### config.mk
export PLATFORM = sky130hd
export DESIGN_NAME = switch_debounce_hold_repeat_top
export DESIGN_NICKNAME = d
export VERILOG_FILES = /design/src/hdl/sdhr_pkg.sv /design/src/hdl/sdhr_ctrl.sv /design/src/hdl/sdhr_dp.sv /design/src/hdl/switch_debounce_hold_repeat_top.sv
export SDC_FILE = /design/constraint.sdc
export NUM_CORES = 2
export LEC_CHECK = 0
export BUFFER_PORTS_ARGS = -buffer_cell sky130_fd_sc_hd__clkbuf_2
export CAP_MARGIN = 20
export CELL_PAD_IN_SITES_DETAIL_PLACEMENT = 1
export CELL_PAD_IN_SITES_GLOBAL_PLACEMENT = 1
export CORE_ASPECT_RATIO = 0.8
export CORE_MARGIN = 4
export CORE_UTILIZATION = 45
export DETAILED_ROUTE_END_ITERATION = 7
export PLACE_DENSITY = 0.74
export SETUP_SLACK_MARGIN = 0.05
export SLEW_MARGIN = 5
export SYNTH_ARGS = -nofsm -noshare
export SYNTH_HDL_FRONTEND = slang
export SYNTH_SLANG_ARGS = --single-unit
### constraint.sdc
create_clock -name clk -period 7.49 [get_ports clk]
set_input_delay 0.3745 -clock clk [delete_from_list [all_inputs] [get_ports clk]]
set_output_delay 0.3745 -clock clk [all_outputs]
set_load 0.02 [all_outputs]
### src/hdl/sdhr_pkg.sv
// sdhr_pkg: shared types and constants for the switch debounce block
// transaction payload structs, event codes, register indexes, controller states
// no dependencies
package sdhr_pkg;

	typedef struct packed {
		logic        func;
		logic [7:0]  down_mask;
		logic [31:0] now_us;
	} in_item_t;

	typedef struct packed {
		logic [2:0]  switch_index;
		logic [2:0]  event_kind;
		logic [31:0] press_time;
		logic        last;
	} out_item_t;

	typedef enum logic [2:0] {
		EV_PRESS   = 3'd0,
		EV_SHORT   = 3'd1,
		EV_RELEASE = 3'd2,
		EV_HOLD    = 3'd3,
		EV_REPEAT  = 3'd4
	} event_kind_t;

	typedef enum logic [1:0] {
		CFG_SWITCH_COUNT = 2'd0,
		CFG_REPEAT_MASK  = 2'd1,
		CFG_HOLD_TIME    = 2'd2,
		CFG_REPEAT_TIME  = 2'd3
	} cfg_index_t;

	typedef enum logic [2:0] {
		ST_IDLE,
		ST_INIT,
		ST_SCAN,
		ST_SECOND,
		ST_FLUSH
	} state_t;

	// controller to datapath
	typedef struct packed {
		logic load;
		logic init;
		logic scan;
		logic second;
		logic flush;
	} cmd_t;

	// datapath to controller
	typedef struct packed {
		logic cnt_zero;
		logic last_sw;
		logic second_pend;
		logic push_block;
		logic pend_valid;
	} sts_t;

	localparam logic [3:0]  SWITCH_COUNT_RST = 4'd8;
	localparam logic [7:0]  REPEAT_MASK_RST  = 8'd0;
	localparam logic [31:0] HOLD_TIME_RST    = 32'd500000;
	localparam logic [31:0] REPEAT_TIME_RST  = 32'd100000;
	localparam logic [4:0]  MAX_EVENTS       = 5'd16;

endpackage

### src/hdl/sdhr_ctrl.sv
// sdhr_ctrl: controller state machine for the switch debounce block
// sequences init, per-switch scan, release follow-up and final flush
// depends on sdhr_pkg
module sdhr_ctrl (
	input  logic            clk,
	input  logic            arst_n,
	input  logic            in_valid,
	input  logic            in_func,
	input  sdhr_pkg::sts_t  sts,
	output logic            in_ready,
	output sdhr_pkg::cmd_t  cmd
);

	sdhr_pkg::state_t state_q, state_d;

	always_ff @(posedge clk or negedge arst_n) begin
		if (!arst_n) begin
			state_q <= sdhr_pkg::ST_IDLE;
		end else begin
			state_q <= state_d;
		end
	end

	always_comb begin
		state_d  = state_q;
		cmd      = '0;
		in_ready = 1'b0;
		unique case (state_q)
			sdhr_pkg::ST_IDLE: begin
				in_ready = 1'b1;
				if (in_valid) begin
					cmd.load = 1'b1;
					if (in_func) begin
						state_d = sdhr_pkg::ST_INIT;
					end else if (sts.cnt_zero) begin
						state_d = sdhr_pkg::ST_FLUSH;
					end else begin
						state_d = sdhr_pkg::ST_SCAN;
					end
				end
			end
			sdhr_pkg::ST_INIT: begin
				cmd.init = 1'b1;
				state_d  = sdhr_pkg::ST_IDLE;
			end
			sdhr_pkg::ST_SCAN: begin
				// wait while a pending event has nowhere to go
				if (!sts.push_block) begin
					cmd.scan = 1'b1;
					if (sts.second_pend) begin
						state_d = sdhr_pkg::ST_SECOND;
					end else if (sts.last_sw) begin
						state_d = sdhr_pkg::ST_FLUSH;
					end
				end
			end
			sdhr_pkg::ST_SECOND: begin
				if (!sts.push_block) begin
					cmd.second = 1'b1;
					state_d    = sts.last_sw ? sdhr_pkg::ST_FLUSH : sdhr_pkg::ST_SCAN;
				end
			end
			sdhr_pkg::ST_FLUSH: begin
				if (!sts.push_block) begin
					cmd.flush = sts.pend_valid;
					state_d   = sdhr_pkg::ST_IDLE;
				end
			end
			default: begin
				state_d = sdhr_pkg::ST_IDLE;
			end
		endcase
	end

endmodule

### src/hdl/sdhr_dp.sv
// sdhr_dp: datapath for the switch debounce block
// per-switch state, config registers, vote and deadline logic, event pending and output registers
// depends on sdhr_pkg
module sdhr_dp #(
	parameter int NUM_SWITCHES   = 8,
	parameter int HISTORY_BITS   = 5,
	parameter int VOTE_THRESHOLD = 3
) (
	input  logic                 clk,
	input  logic                 arst_n,
	input  sdhr_pkg::cmd_t       cmd,
	output sdhr_pkg::sts_t       sts,
	input  sdhr_pkg::in_item_t   in_data,
	input  logic                 cfg_valid,
	input  logic [1:0]           cfg_index,
	input  logic [31:0]          cfg_data,
	input  logic                 out_ready,
	output logic                 out_valid,
	output sdhr_pkg::out_item_t  out_data
);

	localparam int IDX_W = (NUM_SWITCHES > 1) ? $clog2(NUM_SWITCHES) : 1;
	localparam int ONES_W = $clog2(HISTORY_BITS + 1);

	// configuration
	logic [3:0]  sw_cnt_q;
	logic [7:0]  rep_mask_q;
	logic [31:0] hold_time_q;
	logic [31:0] rep_time_q;

	// per-switch state
	logic [HISTORY_BITS-1:0] hist_q     [NUM_SWITCHES];
	logic                    deb_q      [NUM_SWITCHES];
	logic                    lock_q     [NUM_SWITCHES];
	logic                    hold_sent_q[NUM_SWITCHES];
	logic [31:0]             stamp_q    [NUM_SWITCHES];
	logic [31:0]             deadline_q [NUM_SWITCHES];

	// captured item and walk control
	logic [7:0]       mask_q;
	logic [31:0]      now_q;
	logic [IDX_W-1:0] idx_q;
	logic [4:0]       n_q;

	// one-deep pending event, so the final one can be marked last
	logic                 pend_valid_q;
	sdhr_pkg::out_item_t  pend_q;
	logic                 out_valid_q;
	sdhr_pkg::out_item_t  out_q;

	logic [31:0]             cnt32;
	logic [31:0]             idx_ext;
	logic                    mask_bit;
	logic                    rep_bit;
	logic [HISTORY_BITS-1:0] hist_new;
	logic [ONES_W-1:0]       ones;
	logic                    d;
	logic                    chg;
	logic [31:0]             diff;
	logic                    press, rel, due, hold_ev, rep_ev;
	logic                    push_en;
	sdhr_pkg::event_kind_t   push_kind;
	logic [31:0]             push_stamp;
	logic                    push_ok;
	logic                    out_free;

	always_comb begin
		cnt32 = ({28'd0, sw_cnt_q} > 32'(NUM_SWITCHES)) ? 32'(NUM_SWITCHES) : {28'd0, sw_cnt_q};
		idx_ext  = 32'(idx_q);
		mask_bit = (idx_ext < 32'd8) ? mask_q[idx_ext[2:0]] : 1'b0;
		rep_bit  = (idx_ext < 32'd8) ? rep_mask_q[idx_ext[2:0]] : 1'b0;
		hist_new = HISTORY_BITS'({hist_q[idx_q], mask_bit});
		ones = '0;
		for (int b = 0; b < HISTORY_BITS; b++) begin
			ones = ones + ONES_W'(hist_new[b]);
		end
		d   = (32'(ones) >= 32'(VOTE_THRESHOLD));
		chg = (d != deb_q[idx_q]);
		// signed wrap-around deadline test
		diff    = now_q - deadline_q[idx_q];
		press   = chg && d && !lock_q[idx_q];
		rel     = chg && !d && !lock_q[idx_q];
		due     = !chg && deb_q[idx_q] && !lock_q[idx_q] && !diff[31];
		hold_ev = due && !hold_sent_q[idx_q];
		rep_ev  = due && hold_sent_q[idx_q] && rep_bit;

		push_en    = 1'b0;
		push_kind  = sdhr_pkg::EV_PRESS;
		push_stamp = stamp_q[idx_q];
		if (cmd.second) begin
			push_en   = 1'b1;
			push_kind = sdhr_pkg::EV_RELEASE;
		end else if (cmd.scan) begin
			if (press) begin
				push_en    = 1'b1;
				push_kind  = sdhr_pkg::EV_PRESS;
				push_stamp = now_q;
			end else if (rel) begin
				push_en   = !hold_sent_q[idx_q];
				push_kind = sdhr_pkg::EV_SHORT;
			end else if (hold_ev) begin
				push_en   = 1'b1;
				push_kind = sdhr_pkg::EV_HOLD;
			end else if (rep_ev) begin
				push_en   = 1'b1;
				push_kind = sdhr_pkg::EV_REPEAT;
			end
		end
		// events past the cap are dropped
		push_ok  = push_en && (n_q < sdhr_pkg::MAX_EVENTS);
		out_free = !out_valid_q || out_ready;

		sts.cnt_zero    = (cnt32 == 32'd0);
		sts.last_sw     = ((idx_ext + 32'd1) == cnt32);
		sts.second_pend = rel;
		sts.push_block  = pend_valid_q && !out_free;
		sts.pend_valid  = pend_valid_q;
	end

	// configuration registers
	always_ff @(posedge clk or negedge arst_n) begin
		if (!arst_n) begin
			sw_cnt_q    <= sdhr_pkg::SWITCH_COUNT_RST;
			rep_mask_q  <= sdhr_pkg::REPEAT_MASK_RST;
			hold_time_q <= sdhr_pkg::HOLD_TIME_RST;
			rep_time_q  <= sdhr_pkg::REPEAT_TIME_RST;
		end else if (cfg_valid) begin
			unique case (sdhr_pkg::cfg_index_t'(cfg_index))
				sdhr_pkg::CFG_SWITCH_COUNT: sw_cnt_q    <= cfg_data[3:0];
				sdhr_pkg::CFG_REPEAT_MASK:  rep_mask_q  <= cfg_data[7:0];
				sdhr_pkg::CFG_HOLD_TIME:    hold_time_q <= cfg_data;
				sdhr_pkg::CFG_REPEAT_TIME:  rep_time_q  <= cfg_data;
				default: ;
			endcase
		end
	end

	// per-switch state update
	always_ff @(posedge clk or negedge arst_n) begin
		if (!arst_n) begin
			for (int j = 0; j < NUM_SWITCHES; j++) begin
				hist_q[j]      <= '0;
				deb_q[j]       <= 1'b0;
				lock_q[j]      <= 1'b0;
				hold_sent_q[j] <= 1'b0;
				stamp_q[j]     <= '0;
				deadline_q[j]  <= '0;
			end
		end else if (cmd.init) begin
			for (int j = 0; j < NUM_SWITCHES; j++) begin
				if (32'(j) < cnt32) begin
					if ((j < 8) && mask_q[j % 8]) begin
						hist_q[j] <= '1;
						deb_q[j]  <= 1'b1;
						lock_q[j] <= 1'b1;
					end else begin
						hist_q[j] <= '0;
						deb_q[j]  <= 1'b0;
						lock_q[j] <= 1'b0;
					end
					hold_sent_q[j] <= 1'b0;
					stamp_q[j]     <= '0;
					deadline_q[j]  <= '0;
				end
			end
		end else if (cmd.scan) begin
			hist_q[idx_q] <= hist_new;
			if (chg) begin
				deb_q[idx_q] <= d;
				if (lock_q[idx_q] && !d) begin
					lock_q[idx_q] <= 1'b0;
				end
			end
			if (press) begin
				stamp_q[idx_q]     <= now_q;
				deadline_q[idx_q]  <= now_q + hold_time_q;
				hold_sent_q[idx_q] <= 1'b0;
			end
			if (hold_ev) begin
				hold_sent_q[idx_q] <= 1'b1;
			end
			if (hold_ev || rep_ev) begin
				deadline_q[idx_q] <= deadline_q[idx_q] + rep_time_q;
			end
		end
	end

	// captured item
	always_ff @(posedge clk) begin
		if (cmd.load) begin
			mask_q <= in_data.down_mask;
			now_q  <= in_data.now_us;
		end
	end

	// walk index and event count
	always_ff @(posedge clk or negedge arst_n) begin
		if (!arst_n) begin
			idx_q <= '0;
			n_q   <= '0;
		end else if (cmd.load) begin
			idx_q <= '0;
			n_q   <= '0;
		end else begin
			if ((cmd.scan && !rel) || cmd.second) begin
				idx_q <= idx_q + IDX_W'(1);
			end
			if (push_ok) begin
				n_q <= n_q + 5'd1;
			end
		end
	end

	// pending event and output register
	always_ff @(posedge clk or negedge arst_n) begin
		if (!arst_n) begin
			pend_valid_q <= 1'b0;
			out_valid_q  <= 1'b0;
		end else begin
			if (push_ok) begin
				pend_valid_q <= 1'b1;
			end else if (cmd.flush) begin
				pend_valid_q <= 1'b0;
			end
			if ((push_ok && pend_valid_q) || (!push_ok && cmd.flush)) begin
				out_valid_q <= 1'b1;
			end else if (out_ready) begin
				out_valid_q <= 1'b0;
			end
		end
	end

	always_ff @(posedge clk) begin
		if (push_ok) begin
			pend_q.switch_index <= idx_ext[2:0];
			pend_q.event_kind   <= push_kind;
			pend_q.press_time   <= push_stamp;
			pend_q.last         <= 1'b0;
			if (pend_valid_q) begin
				out_q <= pend_q;
			end
		end else if (cmd.flush) begin
			out_q.switch_index <= pend_q.switch_index;
			out_q.event_kind   <= pend_q.event_kind;
			out_q.press_time   <= pend_q.press_time;
			out_q.last         <= 1'b1;
		end
	end

	assign out_valid = out_valid_q;
	assign out_data  = out_q;

endmodule

### src/hdl/switch_debounce_hold_repeat_top.sv
// switch_debounce_hold_repeat_top: an init item is accepted, then applied in the init state;
// a poll is accepted, scans each switch with an extra step per release, and ends in a flush,
// paced by the single shared per-switch evaluation path; output stalls lengthen the walk.
// one item at a time; the last event leaves through the output register after the walk.
// arst_n clears all switch state and loads the register defaults.
// depends on sdhr_pkg, sdhr_ctrl, sdhr_dp
module switch_debounce_hold_repeat_top #(
	parameter int NUM_SWITCHES   = 8,
	parameter int HISTORY_BITS   = 5,
	parameter int VOTE_THRESHOLD = 3
) (
	input  logic                 clk,
	input  logic                 arst_n,
	input  logic                 in_valid,
	output logic                 in_ready,
	input  sdhr_pkg::in_item_t   in_data,
	output logic                 out_valid,
	input  logic                 out_ready,
	output sdhr_pkg::out_item_t  out_data,
	input  logic                 cfg_valid,
	output logic                 cfg_ready,
	input  logic [1:0]           cfg_index,
	input  logic [31:0]          cfg_data
);

	sdhr_pkg::cmd_t cmd;
	sdhr_pkg::sts_t sts;

	assign cfg_ready = 1'b1;

	sdhr_ctrl u_ctrl (
		.clk      (clk),
		.arst_n   (arst_n),
		.in_valid (in_valid),
		.in_func  (in_data.func),
		.sts      (sts),
		.in_ready (in_ready),
		.cmd      (cmd)
	);

	sdhr_dp #(
		.NUM_SWITCHES   (NUM_SWITCHES),
		.HISTORY_BITS   (HISTORY_BITS),
		.VOTE_THRESHOLD (VOTE_THRESHOLD)
	) u_dp (
		.clk       (clk),
		.arst_n    (arst_n),
		.cmd       (cmd),
		.sts       (sts),
		.in_data   (in_data),
		.cfg_valid (cfg_valid),
		.cfg_index (cfg_index),
		.cfg_data  (cfg_data),
		.out_ready (out_ready),
		.out_valid (out_valid),
		.out_data  (out_data)
	);

	// a new transaction never starts with an event still pending
	a_accept_no_pend: assert property (@(posedge clk) disable iff (!arst_n)
		in_valid && in_ready |-> !sts.pend_valid)
		else $error("transaction accepted with event pending");

	// flush always presents a last-marked event next cycle
	a_flush_last: assert property (@(posedge clk) disable iff (!arst_n)
		cmd.flush |=> out_valid && out_data.last)
		else $error("flush did not present last event");

	// init produces no events
	a_init_quiet: assert property (@(posedge clk) disable iff (!arst_n)
		cmd.init |-> !sts.pend_valid && !cmd.scan && !cmd.second)
		else $error("init overlapped event generation");

endmodule

; Word level (Yosys, flattened, before mapping)
; Index checks and enable logic that the tools add are counted.
[word_totals]
register_bits = 782
inputBits = 80
out_inout_bits = 42
word_cells = 352
[op_classes]
n_addsub = 10
order_cmp = 14
n_eq_ne = 23
mux = 150
bitwise = 6
reduce_logical = 81
[ops]
columns = op, n
row1 = two-way mux 256 bit, 9
row2 = bitwise mux 256 bit, 3
row3 = two-way mux 32 bit, 16
row4 = binary-select mux 32 bit (select 3 bit), 2
row5 = "< comparator 3 x 32 -> 1 bit, first input constant", 4
row6 = two-way mux 39 bit, 3
row7 = two-way mux 8 bit, 13
row8 = demux 32 bit (select 3 bit), 1
row9 = two-way mux 5 bit, 19
row10 = two-way mux 40 bit, 2
row11 = adder 32 bit, 2
row12 = "< comparator 1 x 32 -> 1 bit, first input constant", 2
row13 = "< comparator 2 x 32 -> 1 bit, first input constant", 2
row14 = two-way mux 1 bit, 52
row15 = AND reduction 3 bit, 16
row16 = bitwise mux 40 bit, 1
row17 = two-way mux 3 bit, 12
row18 = equality test 32 bit, 1
row19 = zero test 32 bit, 1
row20 = AND reduction 4 bit, 8
row21 = subtractor 32 bit, 1
row22 = AND reduction 2 bit, 13
row23 = "inequality test 2 x 1 -> 1 bit, second input constant", 9
row24 = logical AND 1 bit, 17
row25 = other kinds (40), 75

; Depth between registers and ports, before layout
[depth]
depth_word = 27
ltp_mapped = 27
mapped_depth_nobuf = 18

; By module
; A second synthesis with hierarchy kept.
[hier_totals]
hier_cells = 4308
hier_area_um2 = 41850.1
[by_module_without_submodules]
columns = mod, n_inst, cells_per_inst, area_per_inst_um2, seq_area_each_um2
row1 = sdhr_dp, 1, 4272, 41566.1, 19896.6
row2 = sdhr_ctrl, 1, 34, 272.8, 75.1
row3 = switch_debounce_hold_repeat_top, 1, 2, 11.3, 0.0

; Worst setup path after synthesis
; OpenSTA, ideal clock, no wires.
[synth_timing]
path_type = reg2reg
startpoint = register u_dp.idx_q[1]
endpoint = register u_dp.out_q, in the netlist u_dp.out_data[0] (enable)
arrival_time_ns = 7.625
required_time_ns = 7.091
slack_ns = -0.534
stages_incl_launch_ff = 21
n_path_buf = 5
path_cell_list = dfrtp_1 buf_2 buf_2 buf_1 or2_2 clkbuf_1 o22ai_1 nor4_1 fa_1 ha_1 inv_1 fa_1 o21a_1 inv_1 ha_1 nand2_1 o21ba_2 clkbuf_1 nand4_1 a211oi_2 o21a_1
[synth_via]
elab_chain_cells = 25
[synth_rtl]
columns = item, line
row1 = start: declaration, sdhr_dp.sv:42  ; logic [IDX_W-1:0] idx_q;
row2 = start signal: assignment, sdhr_dp.sv:206  ; idx_q <= idx_q + IDX_W'(1);
row3 = inverter 3 -> 4 bit (implied by the code), n/a
row4 = binary-select mux 5 bit (select 3 bit), sdhr_dp.sv:72  ; hist_new = HISTORY_BITS'({hist_q[idx_q], mask_bit});
row5 = two-way mux 4 bit (implied by the code) (2 in series), sdhr_dp.sv:72
row6 = adder 1 x 1 -> 2 bit, sdhr_dp.sv:75  ; ones = ones + ONES_W'(hist_new[b]);
row7 = adder 3 x 1 -> 3 bit (3 in series), sdhr_dp.sv:75
row8 = >= comparator 3 x 2 -> 1 bit, sdhr_dp.sv:77  ; d = (32'(ones) >= 32'(VOTE_THRESHOLD));
row9 = inequality test 1 bit, sdhr_dp.sv:78  ; chg = (d != deb_q[idx_q]);
row10 = zero test 1 bit, sdhr_dp.sv:83  ; due = !chg && deb_q[idx_q] && !lock_q[idx_q] && !diff[31];
row11 = [7 not listed], n/a
row12 = two-way mux 1 bit, sdhr_dp.sv:98  ; end else if (rel) begin
row13 = two-way mux 1 bit *, sdhr_dp.sv:94  ; if (press) begin
row14 = two-way mux 1 bit *, sdhr_dp.sv:93  ; end else if (cmd.scan) begin
row15 = two-way mux 1 bit *, sdhr_dp.sv:90  ; if (cmd.second) begin
row16 = logical AND 1 bit *, sdhr_dp.sv:110  ; push_ok = push_en && (n_q < sdhr_pkg::MAX_EVENTS);
row17 = named net u_dp.push_ok, sdhr_dp.sv:64  ; logic push_ok;
row18 = inequality test 2 x 1 -> 1 bit (no line) or nonzero test 2 bit (tied branches), n/a
row19 = AND reduction 2 bit (no line) *, n/a
row20 = end signal: assignment, sdhr_dp.sv:240  ; out_q <= pend_q;
row21 = end: declaration, sdhr_dp.sv:49  ; sdhr_pkg::out_item_t out_q;
; Mark *: on every way through the listed nets, which the timed path passes. The rest lies on a longest branch. The select of a mux whose other input is x is not followed.
; A chain may end at the register's enable or synchronous reset.

; Worst setup path after layout
[layout_timing]
startpoint = register u_dp.idx_q[1]
endpoint = register u_dp.n_q[3]
[layout_via]
elab_chain_cells = 24
[layout_rtl]
columns = item, line
row1 = inverter 3 -> 4 bit (implied by the code), n/a
row2 = binary-select mux 5 bit (select 3 bit), sdhr_dp.sv:72
row3 = two-way mux 4 bit (implied by the code) (2 in series), sdhr_dp.sv:72
row4 = adder 1 x 1 -> 2 bit, sdhr_dp.sv:75
row5 = adder 3 x 1 -> 3 bit (3 in series), sdhr_dp.sv:75
row6 = >= comparator 3 x 2 -> 1 bit, sdhr_dp.sv:77
row7 = inequality test 1 bit, sdhr_dp.sv:78
row8 = zero test 1 bit, sdhr_dp.sv:83
row9 = [6 not listed], n/a
row10 = two-way mux 1 bit, sdhr_dp.sv:101  ; end else if (hold_ev) begin
row11 = two-way mux 1 bit, sdhr_dp.sv:98
row12 = two-way mux 1 bit *, sdhr_dp.sv:94
row13 = two-way mux 1 bit *, sdhr_dp.sv:93
row14 = two-way mux 1 bit *, sdhr_dp.sv:90
row15 = logical AND 1 bit *, sdhr_dp.sv:110
row16 = named net u_dp.push_ok, sdhr_dp.sv:64
row17 = nonzero test 2 bit (no line) *, n/a
row18 = end signal: assignment, sdhr_dp.sv:209  ; n_q <= n_q + 5'd1;
row19 = end: declaration, sdhr_dp.sv:43  ; logic [4:0] n_q;
; Marked as above.

==> metrics.cfg <==
[place]
dp_hpwl_um = 113000
place.gp.congestion = 0.950
pre_cts_ws_ns = 1.04
place_inst = 5496
placed_cell_area_um2 = 43200
port_buffers = 120

[global_routing]
grt_pass1_vias = 39222
antenna_found_initial = 7
grtUsageTotal = 0.359
grt_pass1_wl_um = 263000
globalRouteOverflowTotal = 0
grt_max_degree = 153

[critical_path]
crit_arrival_ns = 7.33
startpoint_type = flop
reg2reg_from = u_dp.idx_q[1]$_DFFE_PN0P_
cp_max_fo = 59
required_ns = 8.02
crit_type = reg -> reg
reg2reg_depth = 16
crit_path_end_kind = flop
rr_endpoint = u_dp.n_q[3]$_DFFE_PN0P_
r2r_slack_ns = 0.69

[job]
drv_cap = 0

[synthesis]
yosysUniqueCellTypes = 87
ys_warn_count = 0
synth_cells = 4399
ys_seq_area_frac = 0.485
synth_edf_count = 117
synthArstFlopShare = 0.849
synthFlopType = dfrtp_1
ys_ff_latch = 774
syn_nets = 4582
syn-cell-area_um2 = 41200
avgSynthCellArea_um2 = 9.36

[layout]
stdcell_count = 5723
layout-drive-gt1-share = 0.125
area_growth_pct = 13.6
fin_nets = 4634
n_antenna_cell = 0
final_area_um2 = 46700

[sta]
hold_viol = 0
drv_slew = 0
fin_skew_ns = 0.0358
fmax_mhz = 147
finalSetupViolCount = 0
fin_tns_setup_ns = 0
tightest_slew_ns = 1.29
setup_ws_ns = 0.693
finalCritPeriodShare = 0.908
max_slew_margin = 0.141
rsz0062_at_grt = false
finalCriticalPeriod_ns = 6.80

[clock_tree]
cts-buffers-inserted = 84
ctsLongestPathBuffers = 3
cts.sinks = 774
cts_root_buf = clkbuf_16
cts_tree = done
h-tree-depth = 3
clkTransAtPathRegs_ns = 0.07
clk_latency_ns = 0.69

[power]
peakVddDrop_v = 0.000363
powerDensity_nw_per_um2 = 439
p_total_w = 0.0205
p_leak_nw = 19.3

[routing]
wire_per_inst_um = 30.8
firstDrtPassIters = 5
route.vias.total = 38843
avgViaCountPerCell = 6.79
postRouteAntennaNets = 0
wl_um = 176000
drc = 0
drt_first_iter_violations = 5027

[floorplanning]
die_y_um = 279
dieWidth_um = 346
start_util = 0.457
dieArea_um2 = 96400
ios = 122
rows = 98
design.core.area_um2 = 90000

[worst_hold_path]
min_path_type = in -> reg
hold_depth = 2
min_from = cfg_data[1]
min_delay_worst_endpoint = u_dp.rep_time_q[1]$_DFFE_PN0P_

[status]
outcome = completed

[flip-flops by register name, indices dropped and copies added (netlist names), 32 cells and up]
name and flops:
u_dp.hist_q 32, u_dp.stamp_q 256, u_dp.out_data 39, u_dp.deadline_q 256
u_dp.now_q 32, u_dp.pend_q 38, u_dp.hold_time_q 32, u_dp.rep_time_q 32
[where the power goes]
part | total, W | internal [W] | switching [W]
clock | 0.00437 | 0.00248 | 0.00190
combinational | 0.00982 | 0.00262 | 0.00720
sequential | 0.00631 | 0.00549 | 0.000818
[worst max-delay path, cell delays in order, from the launching register on]
cell,delay (ns)
dfrtp_1,0.83
buf_4,0.32
and2_4,0.43
buf_12,0.46
a22oi_1,0.16
and4_1,0.31
ha_1,0.32
nand4_1,0.24
or4_1,0.58
a211oi_1,0.45
or4_1,0.35
a211o_1,0.41
nand4_1,0.40
a211oi_4,0.34
buf_4,0.56
nand4_1,0.24
mux2i_1,0.17
[worst max-delay path by stage]
stage                                   start                               end  slack (ns)  cells after the start
finish              u_dp.idx_q[1]$_DFFE_PN0P_           u_dp.n_q[3]$_DFFE_PN0P_        0.69                     16
global route        u_dp.idx_q[1]$_DFFE_PN0P_           u_dp.n_q[3]$_DFFE_PN0P_        0.54                     16
CTS                 u_dp.idx_q[1]$_DFFE_PN0P_           u_dp.n_q[3]$_DFFE_PN0P_        0.96                     16
detailed placement  u_dp.idx_q[1]$_DFFE_PN0P_           u_dp.n_q[3]$_DFFE_PN0P_        1.04                     16
global placement    u_dp.idx_q[1]$_DFFE_PN0P_  u_dp.deadline_q[190]$_DFFE_PN0P_        1.13                     16
floorplan           u_dp.idx_q[1]$_DFFE_PN0P_        u_dp.out_data[0]$_DFFE_PP_        0.06                     20
[logic make-up (layout without fill, tap and decap cells)]
group	count (synthesis)	after routing	share of synthesized area
compound gates	1522	1522	0.250
xor+xnor	57	57	0.0121
fa+ha+maj	103	103	0.0320
buf+inv	415	539	0.0396
flops	774	774	0.485
mux	106	106	0.0304
other cells	1	1	0.0000911
simple gates	1421	1421	0.151
[area by class of cell]
| type | instances | area [µm²] |
|---|---|---|
| inverters | 53 | 199 |
| well taps | 1200 | 1500 |
| repair buffers | 328 | 2460 |
| clock inverters | 37 | 402 |
| flip-flops and latches | 774 | 20000 |
| multi-input cells | 3210 | 19800 |
| fillers | 9988 | 43300 |
| clock buffers | 121 | 2420 |
[Yosys cell counts, drive strengths merged, types with 31 or more instances]
master / count / area share
clkbuf: 275 / 0.025
o221ai: 31 / 0.0066
mux2: 81 / 0.022
ha: 99 / 0.030
o211ai: 61 / 0.011
nand2: 872 / 0.080
inv: 53 / 0.0048
a221oi: 87 / 0.019
and2: 31 / 0.0047
edfxtp: 117 / 0.085
nor3: 42 / 0.0054
a22oi: 145 / 0.027
nand3: 74 / 0.0090
o21ai: 503 / 0.061
a32o: 34 / 0.0083
a221o: 38 / 0.0092
a21oi: 174 / 0.021
buf: 87 / 0.0097
a22o: 148 / 0.031
xnor2: 37 / 0.0079
a211oi: 32 / 0.0063
nor2: 231 / 0.021
a31oi: 75 / 0.011
a21o: 40 / 0.0073
dfrtp: 643 / 0.39
[cells in the final DEF (no fill, tap or decap), types with 38 or more instances in the layout]
| cell | instances |
|---|---|
| a221o_1 | 38 |
| mux2_2 | 81 |
| a22oi_1 | 144 |
| a22o_1 | 148 |
| edfxtp_1 | 117 |
| a21oi_1 | 170 |
| nand3_1 | 72 |
| nor2_1 | 217 |
| buf_4 | 132 |
| dlygate4sd3_1 | 66 |
| nor3_1 | 40 |
| clkbuf_16 | 85 |
| o21ai_0 | 486 |
| dfrtp_1 | 643 |
| o211ai_1 | 61 |
| a21o_1 | 40 |
| a221oi_1 | 87 |
| inv_1 | 52 |
| nand2_1 | 866 |
| a31oi_1 | 75 |
| clkbuf_2 | 119 |
| ha_1 | 99 |
[what timing repair did]
action / 4_1_cts / 5_1_grt
gates resized for setup: 0 / 0
hold buffers: 66 / 0
buffers inserted: 0 / 0
endpoints found under the hold margin: 156 / 0
[layer usage]
layer | wire (µm) | part of all wire | vias to the layer above | global-route usage
li1 | - | - | 16308 | -
met2 | 74000 | 0.42 | 2319 | 0.521
met5 | 48 | 0.00027 | - | 0
met4 | 7930 | 0.045 | 8 | 0.139
met1 | 74200 | 0.42 | 19785 | 0.516
met3 | 20200 | 0.11 | 423 | 0.0908
[metrics by stage]
stage	hold WS (ns)	util
after detailed placement	0.393	0.480
after floorplan	0.0789	-
after global routing	0.00883	0.519
after CTS	0.00510	0.519
final	0.0335	0.519
after global placement	0.399	0.480
(Power assumes the default switching activity.)
